**src/tex_math_delimiter_tagger_top_defines.svh**
```systemverilog
// Assertion macros for the math delimiter tagger.
// TMDT_ASSERT is disabled while rst is high; TMDT_ASSERT_RST also checks during reset.
`ifndef TEX_MATH_DELIMITER_TAGGER_TOP_DEFINES_SVH
`define TEX_MATH_DELIMITER_TAGGER_TOP_DEFINES_SVH

`ifndef ASSERT_OFF
`define TMDT_ASSERT(name, clk, rst, prop, msg) \
  name: assert property (@(posedge clk) disable iff (rst) prop) else $error(msg);
`define TMDT_ASSERT_RST(name, clk, prop, msg) \
  name: assert property (@(posedge clk) prop) else $error(msg);
`else
`define TMDT_ASSERT(name, clk, rst, prop, msg)
`define TMDT_ASSERT_RST(name, clk, prop, msg)
`endif

`endif

```
**src/tmdt_pkg.sv**
```systemverilog
`default_nettype none
package tmdt_pkg;

  localparam int QUEUE_DEPTH = 4;

  localparam logic [7:0] CH_ESCAPE = 8'h5C;
  localparam logic [7:0] CH_DOLLAR = 8'h24;
  localparam logic [7:0] CH_LT     = 8'h3C;
  localparam logic [7:0] CH_GT     = 8'h3E;
  localparam logic [7:0] CH_SLASH  = 8'h2F;
  localparam logic [7:0] CH_M      = 8'h6D;
  localparam logic [7:0] CH_A      = 8'h61;
  localparam logic [7:0] CH_T      = 8'h74;
  localparam logic [7:0] CH_H      = 8'h68;

  localparam logic [2:0] OPEN_TAG_LEN  = 3'd6;
  localparam logic [2:0] CLOSE_TAG_LEN = 3'd7;

  typedef enum logic [1:0] {
    MODE_TEXT,
    MODE_OPENING,
    MODE_MATH,
    MODE_CLOSING
  } mode_t;

  typedef enum logic [1:0] {
    TAG_NONE,
    TAG_OPEN,
    TAG_CLOSE
  } tag_kind_t;

  // one unit of work for the emitter: optional tag, then optional byte
  typedef struct packed {
    tag_kind_t  tag;
    logic       has_byte;
    logic [7:0] data;
  } job_t;

  typedef struct packed {
    logic full;
    logic empty;
  } q_stat_t;

  function automatic logic [2:0] tag_len(input tag_kind_t k);
    logic [2:0] n;
    case (k)
      TAG_OPEN:  n = OPEN_TAG_LEN;
      TAG_CLOSE: n = CLOSE_TAG_LEN;
      default:   n = 3'd0;
    endcase
    return n;
  endfunction

  function automatic logic [7:0] tag_char(input tag_kind_t k, input logic [2:0] i);
    logic [7:0] c;
    c = CH_GT;
    if (k == TAG_CLOSE) begin
      case (i)
        3'd0:    c = CH_LT;
        3'd1:    c = CH_SLASH;
        3'd2:    c = CH_M;
        3'd3:    c = CH_A;
        3'd4:    c = CH_T;
        3'd5:    c = CH_H;
        default: c = CH_GT;
      endcase
    end else begin
      case (i)
        3'd0:    c = CH_LT;
        3'd1:    c = CH_M;
        3'd2:    c = CH_A;
        3'd3:    c = CH_T;
        3'd4:    c = CH_H;
        default: c = CH_GT;
      endcase
    end
    return c;
  endfunction

endpackage
`default_nettype wire

```
**src/tmdt_ifs.sv**
```systemverilog
`default_nettype none
interface tmdt_in_if;
  logic       valid;
  logic       ready;
  logic [7:0] in_byte;
  logic       end_of_stream;
  modport source (output valid, in_byte, end_of_stream, input ready);
  modport sink   (input valid, in_byte, end_of_stream, output ready);
endinterface

interface tmdt_out_if;
  logic       valid;
  logic       ready;
  logic [7:0] out_byte;
  logic       last_of_run;
  modport source (output valid, out_byte, last_of_run, input ready);
  modport sink   (input valid, out_byte, last_of_run, output ready);
endinterface
`default_nettype wire

```
**src/tmdt_queue.sv**
```systemverilog
`default_nettype none
`include "tex_math_delimiter_tagger_top_defines.svh"
module tmdt_queue #(
  parameter int DEPTH = tmdt_pkg::QUEUE_DEPTH
) (
  input  wire logic            clk,
  input  wire logic            rst,
  input  wire logic            push,
  input  wire tmdt_pkg::job_t  push_data,
  input  wire logic            pop,
  output tmdt_pkg::job_t       pop_data,
  output tmdt_pkg::q_stat_t    stat
);

  localparam int PtrW = (DEPTH > 1) ? $clog2(DEPTH) : 1;
  localparam int CntW = $clog2(DEPTH + 1);
  localparam logic [PtrW-1:0] LastPtr = PtrW'(DEPTH - 1);
  localparam logic [CntW-1:0] FullCnt = CntW'(DEPTH);

  tmdt_pkg::job_t  slots [DEPTH];
  logic [PtrW-1:0] wr_ptr;
  logic [PtrW-1:0] rd_ptr;
  logic [CntW-1:0] count;
  logic            do_push;
  logic            do_pop;

  assign stat.full  = (count == FullCnt);
  assign stat.empty = (count == '0);
  assign pop_data   = slots[rd_ptr];
  assign do_push    = push && !stat.full;
  assign do_pop     = pop && !stat.empty;

  always_ff @(posedge clk) begin
    if (do_push) begin
      slots[wr_ptr] <= push_data;
    end
  end

  always_ff @(posedge clk) begin
    if (rst) begin
      wr_ptr <= '0;
      rd_ptr <= '0;
      count  <= '0;
    end else begin
      if (do_push) begin
        wr_ptr <= (wr_ptr == LastPtr) ? '0 : wr_ptr + 1'b1;
      end
      if (do_pop) begin
        rd_ptr <= (rd_ptr == LastPtr) ? '0 : rd_ptr + 1'b1;
      end
      if (do_push && !do_pop) begin
        count <= count + 1'b1;
      end else if (do_pop && !do_push) begin
        count <= count - 1'b1;
      end
    end
  end

  `TMDT_ASSERT(a_no_push_full, clk, rst, stat.full |-> !push, "push into full queue")
  `TMDT_ASSERT(a_count_bound, clk, rst, count <= FullCnt, "queue count overflow")
  `TMDT_ASSERT_RST(a_empty_after_rst, clk, $past(rst) |-> stat.empty, "queue not empty after reset")

endmodule
`default_nettype wire

```
**src/tmdt_front.sv**
```systemverilog
`default_nettype none
`include "tex_math_delimiter_tagger_top_defines.svh"
module tmdt_front (
  input  wire logic          clk,
  input  wire logic          rst,
  tmdt_in_if.sink            din,
  input  wire logic          q_full,
  output logic               push,
  output tmdt_pkg::job_t     push_job
);

  tmdt_pkg::mode_t mode;
  tmdt_pkg::mode_t mode_next;
  logic            esc;
  logic            esc_next;
  logic            fire;
  logic            is_dollar;
  logic            is_esc;
  logic            eos;

  assign din.ready = !q_full;
  assign fire      = din.valid && din.ready;
  assign is_dollar = (din.in_byte == tmdt_pkg::CH_DOLLAR);
  assign is_esc    = (din.in_byte == tmdt_pkg::CH_ESCAPE);
  assign eos       = din.end_of_stream;

  // next state
  always_comb begin
    mode_next = mode;
    esc_next  = esc;
    if (fire) begin
      if (esc) begin
        esc_next = 1'b0;
      end else begin
        case (mode)
          tmdt_pkg::MODE_TEXT: begin
            if (is_dollar) mode_next = tmdt_pkg::MODE_OPENING;
            esc_next = is_esc;
          end
          tmdt_pkg::MODE_OPENING: begin
            mode_next = tmdt_pkg::MODE_MATH;
            esc_next  = is_esc;
          end
          tmdt_pkg::MODE_MATH: begin
            if (is_dollar) mode_next = tmdt_pkg::MODE_CLOSING;
            esc_next = is_esc;
          end
          tmdt_pkg::MODE_CLOSING: begin
            mode_next = tmdt_pkg::MODE_TEXT;
            esc_next  = is_esc;
          end
          default: begin
            mode_next = tmdt_pkg::MODE_TEXT;
          end
        endcase
      end
      if (eos) begin
        mode_next = tmdt_pkg::MODE_TEXT;
        esc_next  = 1'b0;
      end
    end
  end

  // job for the emitter; a delimiter dollar makes no job
  always_comb begin
    push_job.tag      = tmdt_pkg::TAG_NONE;
    push_job.has_byte = !is_dollar;
    push_job.data     = din.in_byte;
    if (esc) begin
      push_job.has_byte = 1'b1;
    end else begin
      case (mode)
        tmdt_pkg::MODE_OPENING: push_job.tag = tmdt_pkg::TAG_OPEN;
        tmdt_pkg::MODE_CLOSING: push_job.tag = tmdt_pkg::TAG_CLOSE;
        default:                push_job.tag = tmdt_pkg::TAG_NONE;
      endcase
    end
    push = fire && (push_job.has_byte || push_job.tag != tmdt_pkg::TAG_NONE);
  end

  always_ff @(posedge clk) begin
    if (rst) begin
      mode <= tmdt_pkg::MODE_TEXT;
      esc  <= 1'b0;
    end else begin
      mode <= mode_next;
      esc  <= esc_next;
    end
  end

  `TMDT_ASSERT(a_eos_clears, clk, rst, fire && eos |=> mode == tmdt_pkg::MODE_TEXT && !esc, "state kept past end of stream")
  `TMDT_ASSERT(a_esc_source, clk, rst, $rose(esc) |-> $past(fire && is_esc), "escape set without backslash")
  `TMDT_ASSERT(a_esc_holds_mode, clk, rst, fire && esc && !eos |=> mode == $past(mode), "escaped byte changed mode")

endmodule
`default_nettype wire

```
**src/tmdt_back.sv**
```systemverilog
`default_nettype none
module tmdt_back (
  input  wire logic          clk,
  input  wire logic          rst,
  input  wire logic          q_empty,
  input  wire tmdt_pkg::job_t q_data,
  output logic               pop,
  tmdt_out_if.source         dout
);

  logic           cur_valid;
  tmdt_pkg::job_t cur;
  logic [2:0]     idx;
  logic           out_valid;
  logic [7:0]     out_byte_r;
  logic           out_last_r;

  logic [2:0]     tlen;
  logic           in_tag;
  logic [7:0]     ch;
  logic           last;
  logic           load;
  logic           take;

  assign tlen   = tmdt_pkg::tag_len(cur.tag);
  assign in_tag = (idx < tlen);
  assign ch     = in_tag ? tmdt_pkg::tag_char(cur.tag, idx) : cur.data;
  assign last   = in_tag ? ((idx == tlen - 3'd1) && !cur.has_byte) : 1'b1;
  assign load   = cur_valid && (!out_valid || dout.ready);
  // job slot is free at this edge: empty, or its final byte goes out now
  assign take   = !cur_valid || (load && last);
  assign pop    = take && !q_empty;

  assign dout.valid       = out_valid;
  assign dout.out_byte    = out_byte_r;
  assign dout.last_of_run = out_last_r;

  always_ff @(posedge clk) begin
    if (rst) begin
      cur_valid <= 1'b0;
      out_valid <= 1'b0;
      idx       <= '0;
    end else begin
      if (load) begin
        out_valid <= 1'b1;
      end else if (dout.ready) begin
        out_valid <= 1'b0;
      end
      if (take) begin
        cur_valid <= !q_empty;
        idx       <= '0;
      end else if (load) begin
        idx <= idx + 3'd1;
      end
    end
  end

  always_ff @(posedge clk) begin
    if (take) begin
      cur <= q_data;
    end
    if (load) begin
      out_byte_r <= ch;
      out_last_r <= last;
    end
  end

endmodule
`default_nettype wire

```
**src/tex_math_delimiter_tagger_top.sv**
```systemverilog
// A plain byte reaches dout via the job queue, the job register cur and the output register.
// Throughput: one request per cycle while each maps to one output byte and dout is
//   ready; the request after a delimiter dollar holds the single output port while
//   its tag of 6 or 7 characters goes out, absorbed by the job queue.
// Reset (rst, synchronous): text mode, escape cleared, queue emptied, dout idle.
`default_nettype none
module tex_math_delimiter_tagger_top #(
  parameter int QUEUE_DEPTH = tmdt_pkg::QUEUE_DEPTH
) (
  input  wire logic  clk,
  input  wire logic  rst,
  tmdt_in_if.sink    din,
  tmdt_out_if.source dout
);

  // front: tracks text/math mode and escape flag, turns each request into a job
  // (pending tag plus optional byte). Jobs with nothing to emit are dropped here.
  // back: expands a job into tag characters then the byte, tags last_of_run.
  tmdt_pkg::job_t    push_job;
  tmdt_pkg::job_t    pop_job;
  tmdt_pkg::q_stat_t q_stat;
  logic              push;
  logic              pop;

  tmdt_front u_front (
    .clk      (clk),
    .rst      (rst),
    .din      (din),
    .q_full   (q_stat.full),
    .push     (push),
    .push_job (push_job)
  );

  // decouples classification from emission so tag bursts do not stall intake at once
  tmdt_queue #(
    .DEPTH (QUEUE_DEPTH)
  ) u_queue (
    .clk       (clk),
    .rst       (rst),
    .push      (push),
    .push_data (push_job),
    .pop       (pop),
    .pop_data  (pop_job),
    .stat      (q_stat)
  );

  tmdt_back u_back (
    .clk     (clk),
    .rst     (rst),
    .q_empty (q_stat.empty),
    .q_data  (pop_job),
    .pop     (pop),
    .dout    (dout)
  );

endmodule
`default_nettype wire

```
**src/flat_wrapper.sv**
```systemverilog
// flat-port wrapper written by rule: the top's interface ports become plain ports
module tex_math_delimiter_tagger_top_flat 
#(
  parameter int QUEUE_DEPTH = tmdt_pkg::QUEUE_DEPTH
)
  (clk, rst, din_valid, din_in_byte, din_end_of_stream, din_ready, dout_valid, dout_out_byte, dout_last_of_run, dout_ready);
  tmdt_in_if din_i ();
  tmdt_out_if dout_i ();
  input  wire logic clk;
  input  wire logic rst;
  input wire logic [$bits(din_i.valid)-1:0] din_valid;
  input wire logic [$bits(din_i.in_byte)-1:0] din_in_byte;
  input wire logic [$bits(din_i.end_of_stream)-1:0] din_end_of_stream;
  output wire logic [$bits(din_i.ready)-1:0] din_ready;
  output wire logic [$bits(dout_i.valid)-1:0] dout_valid;
  output wire logic [$bits(dout_i.out_byte)-1:0] dout_out_byte;
  output wire logic [$bits(dout_i.last_of_run)-1:0] dout_last_of_run;
  input wire logic [$bits(dout_i.ready)-1:0] dout_ready;
  assign din_i.valid = din_valid;
  assign din_i.in_byte = din_in_byte;
  assign din_i.end_of_stream = din_end_of_stream;
  assign din_ready = din_i.ready;
  assign dout_valid = dout_i.valid;
  assign dout_out_byte = dout_i.out_byte;
  assign dout_last_of_run = dout_i.last_of_run;
  assign dout_i.ready = dout_ready;
  tex_math_delimiter_tagger_top #(.QUEUE_DEPTH(QUEUE_DEPTH)) u_core (.clk(clk), .rst(rst), .din(din_i), .dout(dout_i));
endmodule
```
**config.mk**
```make
export PLATFORM = sky130hd
export DESIGN_NAME = tex_math_delimiter_tagger_top_flat
export DESIGN_NICKNAME = d
export VERILOG_FILES = /design/src/tmdt_pkg.sv /design/src/tmdt_ifs.sv /design/src/tmdt_queue.sv /design/src/tmdt_front.sv /design/src/tmdt_back.sv /design/src/tex_math_delimiter_tagger_top.sv /design/src/flat_wrapper.sv
export VERILOG_INCLUDE_DIRS = /design/src /design/src/src
export SDC_FILE = /design/constraint.sdc
export NUM_CORES = 1
export LEC_CHECK = 0
export BUFFER_PORTS_ARGS = -buffer_cell sky130_fd_sc_hd__buf_2
export CORE_MARGIN = 2
export CORE_UTILIZATION = 60
export CTS_BUF_LIST = sky130_fd_sc_hd__clkbuf_16
export DETAILED_ROUTE_END_ITERATION = 8
export PLACE_DENSITY = 0.79
export SYNTH_ARGS = -nofsm -noshare
export SYNTH_HDL_FRONTEND = slang
export SYNTH_SLANG_ARGS = --single-unit
```
**constraint.sdc**
```tcl
create_clock -name clk -period 3.16 [get_ports clk]
set_input_delay 0.632 -clock clk [delete_from_list [all_inputs] [get_ports clk]]
set_output_delay 0.632 -clock clk [all_outputs]
set_load 0.01 [all_outputs]
```
Word-level counts from Yosys, hierarchy flattened --
Memory sizes are Yosys's and may differ from the RTL's. A register that Yosys moved wholly into a read port is not among the register bits. Cells that the tools add are included.
Storage, ports and cells: memories kept 1, bits in writable memories 44, input port bits 13, output and inout port bits 11, flip-flop bits (word level) 24
Memories:
- u_core.u_queue.slots | depth 4, width 11, rd ports 1, clocked after memory_dff 1, write ports 1, line tmdt_queue.sv:20 | tmdt_pkg::job_t slots [DEPTH];
Cells by class: multiplexer cells 25, equal/unequal tests 19, $lt $le $gt $ge 1, add/subtract/negate cells 6, reductions and logical operators 30
Operators by type and width (number):
- one-hot mux 7 bit (6 select lines) | 1
- one-hot mux 7 bit (5 select lines) | 1
- two-way mux 8 bit | 2
- two-way mux 2 bit | 7
- equality test 2 bit, second input constant | 5
- logical AND 1 bit | 10
- equality test 3 bit, second input constant | 3
- two-way mux 1 bit | 9
- equality test 8 x 6 -> 1 bit, second input constant | 1
- equality test 8 x 7 -> 1 bit, second input constant | 1
- zero test 1 bit | 8
- one-hot mux 2 bit (4 select lines) | 1
- adder 3 x 1 -> 3 bit, second input constant | 2
- equality test 3 x 2 -> 1 bit, second input constant | 2
- zero test 3 bit | 2
- two-way mux 3 bit | 2
- inequality test 3 bit, second input constant | 2
- one-hot mux 3 bit (2 select lines) | 1
- nonzero test 2 bit | 3
- subtractor 3 x 1 -> 3 bit, second input constant | 2
- adder 2 x 1 -> 2 bit, second input constant | 2
- equality test 2 x 1 -> 1 bit, second input constant | 2
- one-hot mux 2 bit (2 select lines) | 1
- AND reduction 4 bit | 1
- 8 further kinds | 10

Logic depth before layout (Yosys ltp) --
Gate-level depths: netlist (run 1).
depth in word-level cells 13, depth in mapped cells 13, mapped depth without buffers 13

Hierarchy --
Synthesis (run 1) repeated with hierarchy kept, for this count alone.
Second synthesis, totals: cells, all modules 252, area total of the unflattened synthesis 3737.3 um^2
By module, submodules not included:
- tmdt_queue | area an instance 2073.2 um^2, times used 1, cells an instance 107, sequential area each 1501.4 um^2
- tmdt_back | area an instance 1317.5 um^2, times used 1, cells an instance 103, sequential area each 700.7 um^2
- tmdt_front | area an instance 346.6 um^2, times used 1, cells an instance 42, sequential area each 60.1 um^2

Least setup slack after synthesis (run 1) --
OpenSTA, ideal clock, no wires.
path kind register to register, start reg u_core.u_back.cur[10] (netlist name), end reg u_core.u_queue.count[2], path slack 465 ps, arrival time 2624 ps, clock period less this slack 2695 ps, stages on the path, launching flop included 12, path buffers 0, path through edfxtp_1 > ha_1 > and3b_1 > o211ai_2 > a31oi_1 > o21bai_2 > ha_1 > inv_1 > fa_1 > xor2_1 > or3_1 > a21oi_1
On the way: cells in the longest elaborated chain, start to end 13
RTL lines:
- equality test 2 bit or equality test 2 x 1 -> 1 bit (tied branches) | line tmdt_pkg.sv:46 | case (k)
- one-hot mux 3 bit (2 select lines) (*) | line tmdt_pkg.sv:46
- subtractor 3 x 1 -> 3 bit | line tmdt_back.sv:28 | assign last = in_tag ? ((idx == tlen - 3'd1) && !cur.has_byte) : 1'b1;
- equality test 3 bit | line tmdt_back.sv:28
- logical AND 1 bit | line tmdt_back.sv:28
- two-way mux 1 bit (*) | line tmdt_back.sv:28
- logical AND 1 bit (*) | line tmdt_back.sv:31 | assign take = !cur_valid || (load && last);
- logical OR 1 bit (*) | line tmdt_back.sv:31
- logical AND 1 bit (*) | line tmdt_back.sv:32 | assign pop = take && !q_empty;
- logical AND 1 bit (*) | line tmdt_queue.sv:31 | assign do_pop = pop && !stat.empty;
- zero test 1 bit | line tmdt_queue.sv:51 | if (do_push && !do_pop) begin
- logical AND 1 bit | line tmdt_queue.sv:51
- two-way mux 3 bit or nonzero test 2 bit (tied branches)
- to (signal assigned) | line tmdt_queue.sv:52 | count <= count + 1'b1;
- to (signal assigned) | line tmdt_queue.sv:54 | count <= count - 1'b1;
- to (decl) | line tmdt_queue.sv:23 | logic [CntW-1:0] count;
Every way passes the cells marked *; elsewhere a longest branch is shown, timed or not. A chain may end at the register's enable or synchronous reset.

Worst setup path in the final report (run 1) --
start reg u_core.u_back.cur[10] (netlist name), end reg u_core.u_queue.count[2]
On the way: cells in the longest elaborated chain, start to end 13
RTL lines (line):
- equality test 2 bit or equality test 2 x 1 -> 1 bit (tied branches) | tmdt_pkg.sv:46
- one-hot mux 3 bit (2 select lines) (*) | tmdt_pkg.sv:46
- subtractor 3 x 1 -> 3 bit | tmdt_back.sv:28
- equality test 3 bit | tmdt_back.sv:28
- logical AND 1 bit | tmdt_back.sv:28
- two-way mux 1 bit (*) | tmdt_back.sv:28
- logical AND 1 bit (*) | tmdt_back.sv:31
- logical OR 1 bit (*) | tmdt_back.sv:31
- logical AND 1 bit (*) | tmdt_back.sv:32
- logical AND 1 bit (*) | tmdt_queue.sv:31
- zero test 1 bit | tmdt_queue.sv:51
- logical AND 1 bit | tmdt_queue.sv:51
- two-way mux 3 bit or nonzero test 2 bit (tied branches)
Marks and branches as above.

==> results of run 1 <==
-- worst paths after layout --
path                                                        endpoint  slack (ps)                                 start
worst min register to register  u_core.u_queue.count[2]$_SDFFE_PP0P_         500  u_core.u_queue.count[2]$_SDFFE_PP0P_
worst max register to register  u_core.u_queue.count[2]$_SDFFE_PP0P_         260       u_core.u_back.cur[10]$_DFFE_PP_
worst max-delay path            u_core.u_queue.count[2]$_SDFFE_PP0P_         260       u_core.u_back.cur[10]$_DFFE_PP_
worst min-delay path            u_core.u_queue.count[2]$_SDFFE_PP0P_         500  u_core.u_queue.count[2]$_SDFFE_PP0P_
-- stage by stage --
| stage | hold slack (ps) | util [%] | instances | setup slack [ps] |
|---|---|---|---|---|
| after floorplan | 466 | - | 246 | 465 |
| after global placement | 484 | 64.4 | 338 | 353 |
| after detailed placement | 496 | 64.4 | 338 | 253 |
| after CTS | 503 | 69.7 | 354 | 238 |
| after global routing | 524 | 69.7 | 354 | 94.1 |
| final | 499 | 69.7 | 354 | 256 |
-- state kept, by name, indices dropped and copies added, names as in the netlist --
signal,count
u_core.u_back.dout.out_byte,8
u_core.u_back.cur_valid,1
u_core.u_back.dout.last_of_run,1
u_core.u_back.dout.valid,1
u_core.u_queue.rd_ptr,2
u_core.u_back.idx,3
u_core.u_back.cur,11
u_core.u_front.esc,1
u_core.u_queue.wr_ptr,2
u_core.u_queue.slots,44
u_core.u_queue.count,3
u_core.u_front.mode,2
-- worst register-to-register path, stage by stage, from the launching register on --
cell and delay (ps):
edfxtp_1 420, ha_1 370, and3b_1 210, o211ai_2 180, a31oi_1 150, o21bai_2 240, ha_1 230, inv_1 60
fa_1 370, xor2_1 170, or3_1 310, a21oi_1 140
-- layout make-up --
type / instances / area [µm²] / share of cell area, %
inverter: 15 / 56.3 / 1.38
sequential: 79 / 2220 / 54.5
multi-input combinational: 142 / 1250 / 30.6
clock buffer: 9 / 225 / 5.52
tap: 75 / 93.8 / 2.30
clock inverter: 7 / 86.3 / 2.12
timing repair buffer: 27 / 145 / 3.56
-- cells by family after synthesis --
group | Yosys count | share of synthesized area (%)
AND/OR/NAND/NOR | 65 | 10.5
buffers and inverters | 25 | 3.55
AO/OA/AOI/OAI | 38 | 7.96
multiplexers | 16 | 8.41
flip-flops | 79 | 61.7
adder cells (fa/ha/maj) | 20 | 7.16
XOR/XNOR | 3 | 0.730
-- power by group --
part	internal [mW]	switching, mW	total, mW	leakage (nW)
sequential	1.45	0.144	1.59	0.719
clock	0.631	0.445	1.08	0.151
combinational	0.487	0.592	1.08	0.630
total	2.57	1.18	3.75	1.50
-- routing by layer --
metal,up-vias,routed length [µm]
met5,-,0
met3,15,282
li1,980,-
met2,53,3020
met4,0,155
met1,993,2490
-- placed cells by master (no fill, tap or decap), types with 2 or more instances in the layout --
master     instances
a21oi_1           16
nor2b_1            5
buf_4              4
o21ai_0            3
edfxtp_1          64
ha_1              19
nor3_1             5
nor2_1            16
clkbuf_16          9
inv_1             15
a221oi_2           2
a211oi_1           2
dfxtp_1           15
o31ai_2            2
nand2_1           12
or3b_1             2
buf_2             23
o21ai_2            2
and2_1             5
inv_6              3
mux2i_1            4
mux4_2            11
inv_8              2
nand2b_1           6
xor2_1             3
a21o_1             2
or3_1              3
==> impl_metrics.tcl, run 1 <==
set metrics [dict create \
    drive_gt1_share_pct 24.7 \
    tns_ps 0 \
    syn_nets 279 \
    critical_path.max_stage_delay_ps 420 \
    drt-initial-drc-count 113 \
    clock_skew_ps 6.87 \
    synth-edff-count 64 \
    clock_latency_ps 340 \
    cpMostUsedCell "ha_1" \
    dr.pass1.iters 4 \
    syn2layout_area_growth_pct 13.3 \
    fin_area_mm2 0.00408 \
    critPathKind "flip-flop to flip-flop" \
    fillerInstances 400 \
    hold_violations 0 \
    total_leakage_power_nw 1.50 \
    slew_viol_final 0 \
    synth_most_common_cell "edfxtp_1" \
    worstPathRequired_ps 3430 \
    dp_hpwl_mm 3.89 \
    vdd.ir_drop.worst_uv 537 \
    cts-root-buf "clkbuf_16" \
    first_global_vias 1992 \
    grt_use_met3_pct 5.38 \
    cts_tree "done" \
    grt_max_degree 17 \
    status "finished clean" \
    postSynthAreaPerCell_um2 14.6 \
    io_pins 24 \
    rsz0062_at_grt "no" \
    hold_class "flip-flop to flip-flop" \
    yosys.area.top_type "edfxtp_1" \
    dieArea_mm2 0.00663 \
    crit_chain "ha_1 > and3b_1 > o211ai_2 > a31oi_1 > o21bai_2 > ha_1 > inv_1 > fa_1 > xor2_1 > or3_1 > a21oi_1" \
    reg2regPathDepth 11 \
    synth.top_cell.area_share_pct 53.4 \
    core-area_mm2 0.00585 \
    clock_path_buffers 2 \
    ys_warn_count 0 \
    ys.flop_type "edfxtp_1" \
    top_usage_layer "met2" \
    fin_nets 307 \
    cts_hold_buf 0 \
    total_power_mw 3.75 \
    vias_per_cell 5.77 \
    cts_max_level 3 \
    async_reset_ff_share_pct 0 \
    synth_cells 246 \
    crit_family "adder cells" \
    worstPathBufferInverterCount 1 \
    remaining_drc_errors 0 \
    worst_setup_path_end_kind "flip-flop" \
    cp.arrival_ps 3170 \
    cts_setup_buffers 0 \
    ys_seq_elements 79 \
    slowest_stage "edfxtp_1" \
    synth_area_mm2 0.00360 \
    initial_core_util_pct 61.5 \
    grtUsageMet1_pct 24.5 \
    clock-sinks 79 \
    antenna_found_initial 0 \
    yosys-top-cells-area "edfxtp_1 53%, dfxtp_1 8.3%, mux4_2 6.9%" \
    synth.distinct_cells 48 \
    setup_viol 0 \
    placed_area_mm2 0.00377 \
    wirelength_mm 5.95 \
    grt_usage_pct 20.4 \
    min_path_cells 2 \
    vias 2041 \
    cp-start-kind "flip-flop" \
    grt_overflow 0 \
    max_slew_margin_pct 41.5 \
    gp_congestion 0.742 \
    min_period_ps 2900 \
    fin_crit_sh_pct 91.9 \
    ys_seq_area_share_pct 61.7 \
    clk_pin_slew_worst_paths_ps 60 \
    cts_made_buffers 9 \
    fmax_ghz 0.344 \
    drv_cap 0 \
    die_w_um 81.5 \
    synthTopCellsByCount "64 x edfxtp_1, 19 x ha_1, 16 x a21oi_1, 16 x nor2_1" \
    rows 28 \
    post_cts_resized 0 \
    die_h_um 81.5 \
    crit_fanout 4 \
    p_per_area_mw_per_mm2 919 \
    detail_route.wl_per_cell_um 16.8 \
    grtUsageMet2_pct 34.2 \
    grt_pass1_wl_mm 9.66 \
    ant_nets 0 \
    critical_path_depth 11 \
    portBuffers 23 \
    n_antenna_cell 0 \
    tightest_slew_ps 876 \
]
No activity file was read; power rests on OpenSTA's default activity.
==> inputs of run 2 (changes only) <==
Settings changed: CORE_UTILIZATION 60 to 54, PLACE_DENSITY 0.79 to 0.75, RECOVER_POWER set to 50.
Clock period 3.16 ns to 2.6 ns, I/O delays scaled along.
==> run 2 against run 1 <==
Sequential power rose by 19%; clock skew barely moved; the flow now finishes with violations (negative setup slack); combinational power rose by 37%; largest power group unchanged; highest routed layer unchanged; first-iteration DRC count fell by 41%; clock-buffer cell count did not move; worst setup slack got worse by 310 ps; sequential cell count did not move; worst hold slack improved by 0.82 ps; die area rose by 11%; utilization fell by 5.4 points; design area rose by 0.77%; total power rose by 20%.
==> impl_metrics.tcl, run 2 (synthesis gave the netlist of run 1 again) <==
set metrics [dict create \
    status "finished, violations left" \
    violations "negative setup slack" \
    dr.pass1.iters 4 \
    n_antenna_cell 0 \
    hold_class "input port to flip-flop" \
    startpoint "u_core.u_back.cur[9]$_DFFE_PP_" \
    grt_usage_pct 18.0 \
    layout_commonest_cell "edfxtp_1" \
    fin_crit_sh_pct 102 \
    final_util_pct 64.4 \
    cts-root-buf "clkbuf_16" \
    critical_path.max_stage_delay_ps 400 \
    grt_max_degree 17 \
    wirelength_mm 5.80 \
    hold_violations 0 \
    cts_made_buffers 9 \
    crit_fanout 4 \
    remaining_drc_errors 0 \
    antenna_found_initial 0 \
    total_leakage_power_nw 1.48 \
    drv_cap 0 \
    fin_nets 320 \
    fmax_ghz 0.377 \
    die_w_um 85.6 \
    cp.arrival_ps 2910 \
    fillerInstances 488 \
    clock-sinks 79 \
    cp-start-kind "flip-flop" \
    clock_path_buffers 2 \
    tightest_slew_ps 759 \
    largest_register "u_core.u_queue.slots" \
    worst_setup_path_end_kind "flip-flop" \
    setup_viol 1 \
    largest_reg_flops 44 \
    layout.cells.non_filler 369 \
    vdd.ir_drop.worst_uv 691 \
    drive_gt1_share_pct 21.9 \
    place_inst 348 \
    worstPathBufferInverterCount 2 \
    clock_skew_ps 6.62 \
    p_per_area_mw_per_mm2 1100 \
    clk_pin_slew_worst_paths_ps 60 \
    rsz0062_at_grt "yes" \
    cts_max_level 3 \
    fin_ws_ps -49.9 \
    cpMostUsedCell "inv_2" \
    crit_chain "inv_2 > ha_4 > and3b_1 > o211ai_2 > a31oi_2 > o21bai_2 > ha_2 > inv_2 > fa_2 > xor2_1 > or3_1 > a21oi_1" \
    drt-initial-drc-count 67 \
    min_period_ps 2650 \
    detail_route.wl_per_cell_um 15.7 \
    total_power_mw 4.51 \
    worstPathRequired_ps 2860 \
    tns_ps -49.9 \
    portBuffers 23 \
    io_pins 24 \
    critPathKind "flip-flop to flip-flop" \
    die_h_um 85.6 \
    rr_startpoint "u_core.u_back.cur[9]$_DFFE_PP_" \
    ant_nets 0 \
    dieArea_mm2 0.00734 \
    layout_common_cells "64 x edfxtp_1, 20 x clkbuf_1, 17 x ha_1, 16 x a21oi_1" \
    cts_tree "done" \
    initial_core_util_pct 56.4 \
    vias_per_cell 5.49 \
    crit_family "adder cells" \
    core-area_mm2 0.00639 \
    gp_congestion 0.825 \
    max_slew_margin_pct 49.2 \
    rows 29 \
    hold_path_startpoint "din_in_byte[0]" \
    grt_overflow 0 \
    first_global_vias 2077 \
    syn2layout_area_growth_pct 14.2 \
    clock_latency_ps 330 \
    grt_pass1_wl_mm 9.97 \
    dp_hpwl_mm 3.95 \
    slowest_stage "edfxtp_1" \
    slew_viol_final 0 \
    vias 2024 \
]
-- run 2: cell types whose count changed in the layout (fill, tap and decap cells not counted), sizes merged --
cell / before / now
clkbuf: 9 / 29
buf: 27 / 20
bufinv: 1 / 0
inv: 20 / 19
clkinvlp: 1 / 2
clkinv: 0 / 1
-- run 2: per-layer routing --
layer  up-vias  global-route usage (%)  share of wire (%)
met4         0                    5.63                1.5
li1       1004                       -                  -
met5         -                       0                  0
met2        34                    29.8                 50
met1       976                    22.0                 44
met3        10                    6.74                4.5
-- run 2: final cells by class --
cell class	instances	area [µm²]	area share [%]
timing repair buffer	40	213	5.18
sequential	79	2220	54.1
tap	77	96.3	2.34
clock inverter	7	48.8	1.19
inverter	15	56.3	1.37
multi-input combinational	142	1250	30.4
clock buffer	9	225	5.48
-- run 2: worst paths after layout --
path,cells past startpoint,endpoint,slack [ps]
max reg2reg,12,u_core.u_queue.count[2]$_SDFFE_PP0P_,-50
min,1,u_core.u_queue.slots[3][0]$_DFFE_PP_,500
min reg2reg,2,u_core.u_back.dout.valid$_SDFFE_PP0P_,520
max,12,u_core.u_queue.count[2]$_SDFFE_PP0P_,-50
-- run 2: metrics by stage --
stage / hold WS (ps) / setup slack, ps / area, µm²
after global placement: 495 / 49.1 / 3850
after global routing: 501 / -243 / 4110
after CTS: 424 / 2.30 / 4150
after detailed placement: 510 / -33.0 / 3850
final: 500 / -49.9 / 4110
after floorplan: 470 / 8.86 / 3620
-- run 2: power by group --
part           internal (mW)  switching [mW]  total [mW]
logic                  0.701           0.778        1.48
clock network          0.647           0.486        1.13
registers               1.76           0.136        1.90
total                   3.11            1.40        4.51
-- run 2: worst register-to-register path, cell delays in order, from the launching register on --
cell	delay, ps
edfxtp_1	400
inv_2	100
ha_4	220
and3b_1	170
o211ai_2	180
a31oi_2	130
o21bai_2	200
ha_2	220
inv_2	40
fa_2	330
xor2_1	170
or3_1	310
a21oi_1	120
-- run 2: what timing repair did --
item	CTS	global route
hold buffers	0	0
gates cloned	0	0
buffers inserted	3	2
setup endpoints to repair	1	2
pin swaps	3	2
resized for setup	1	2
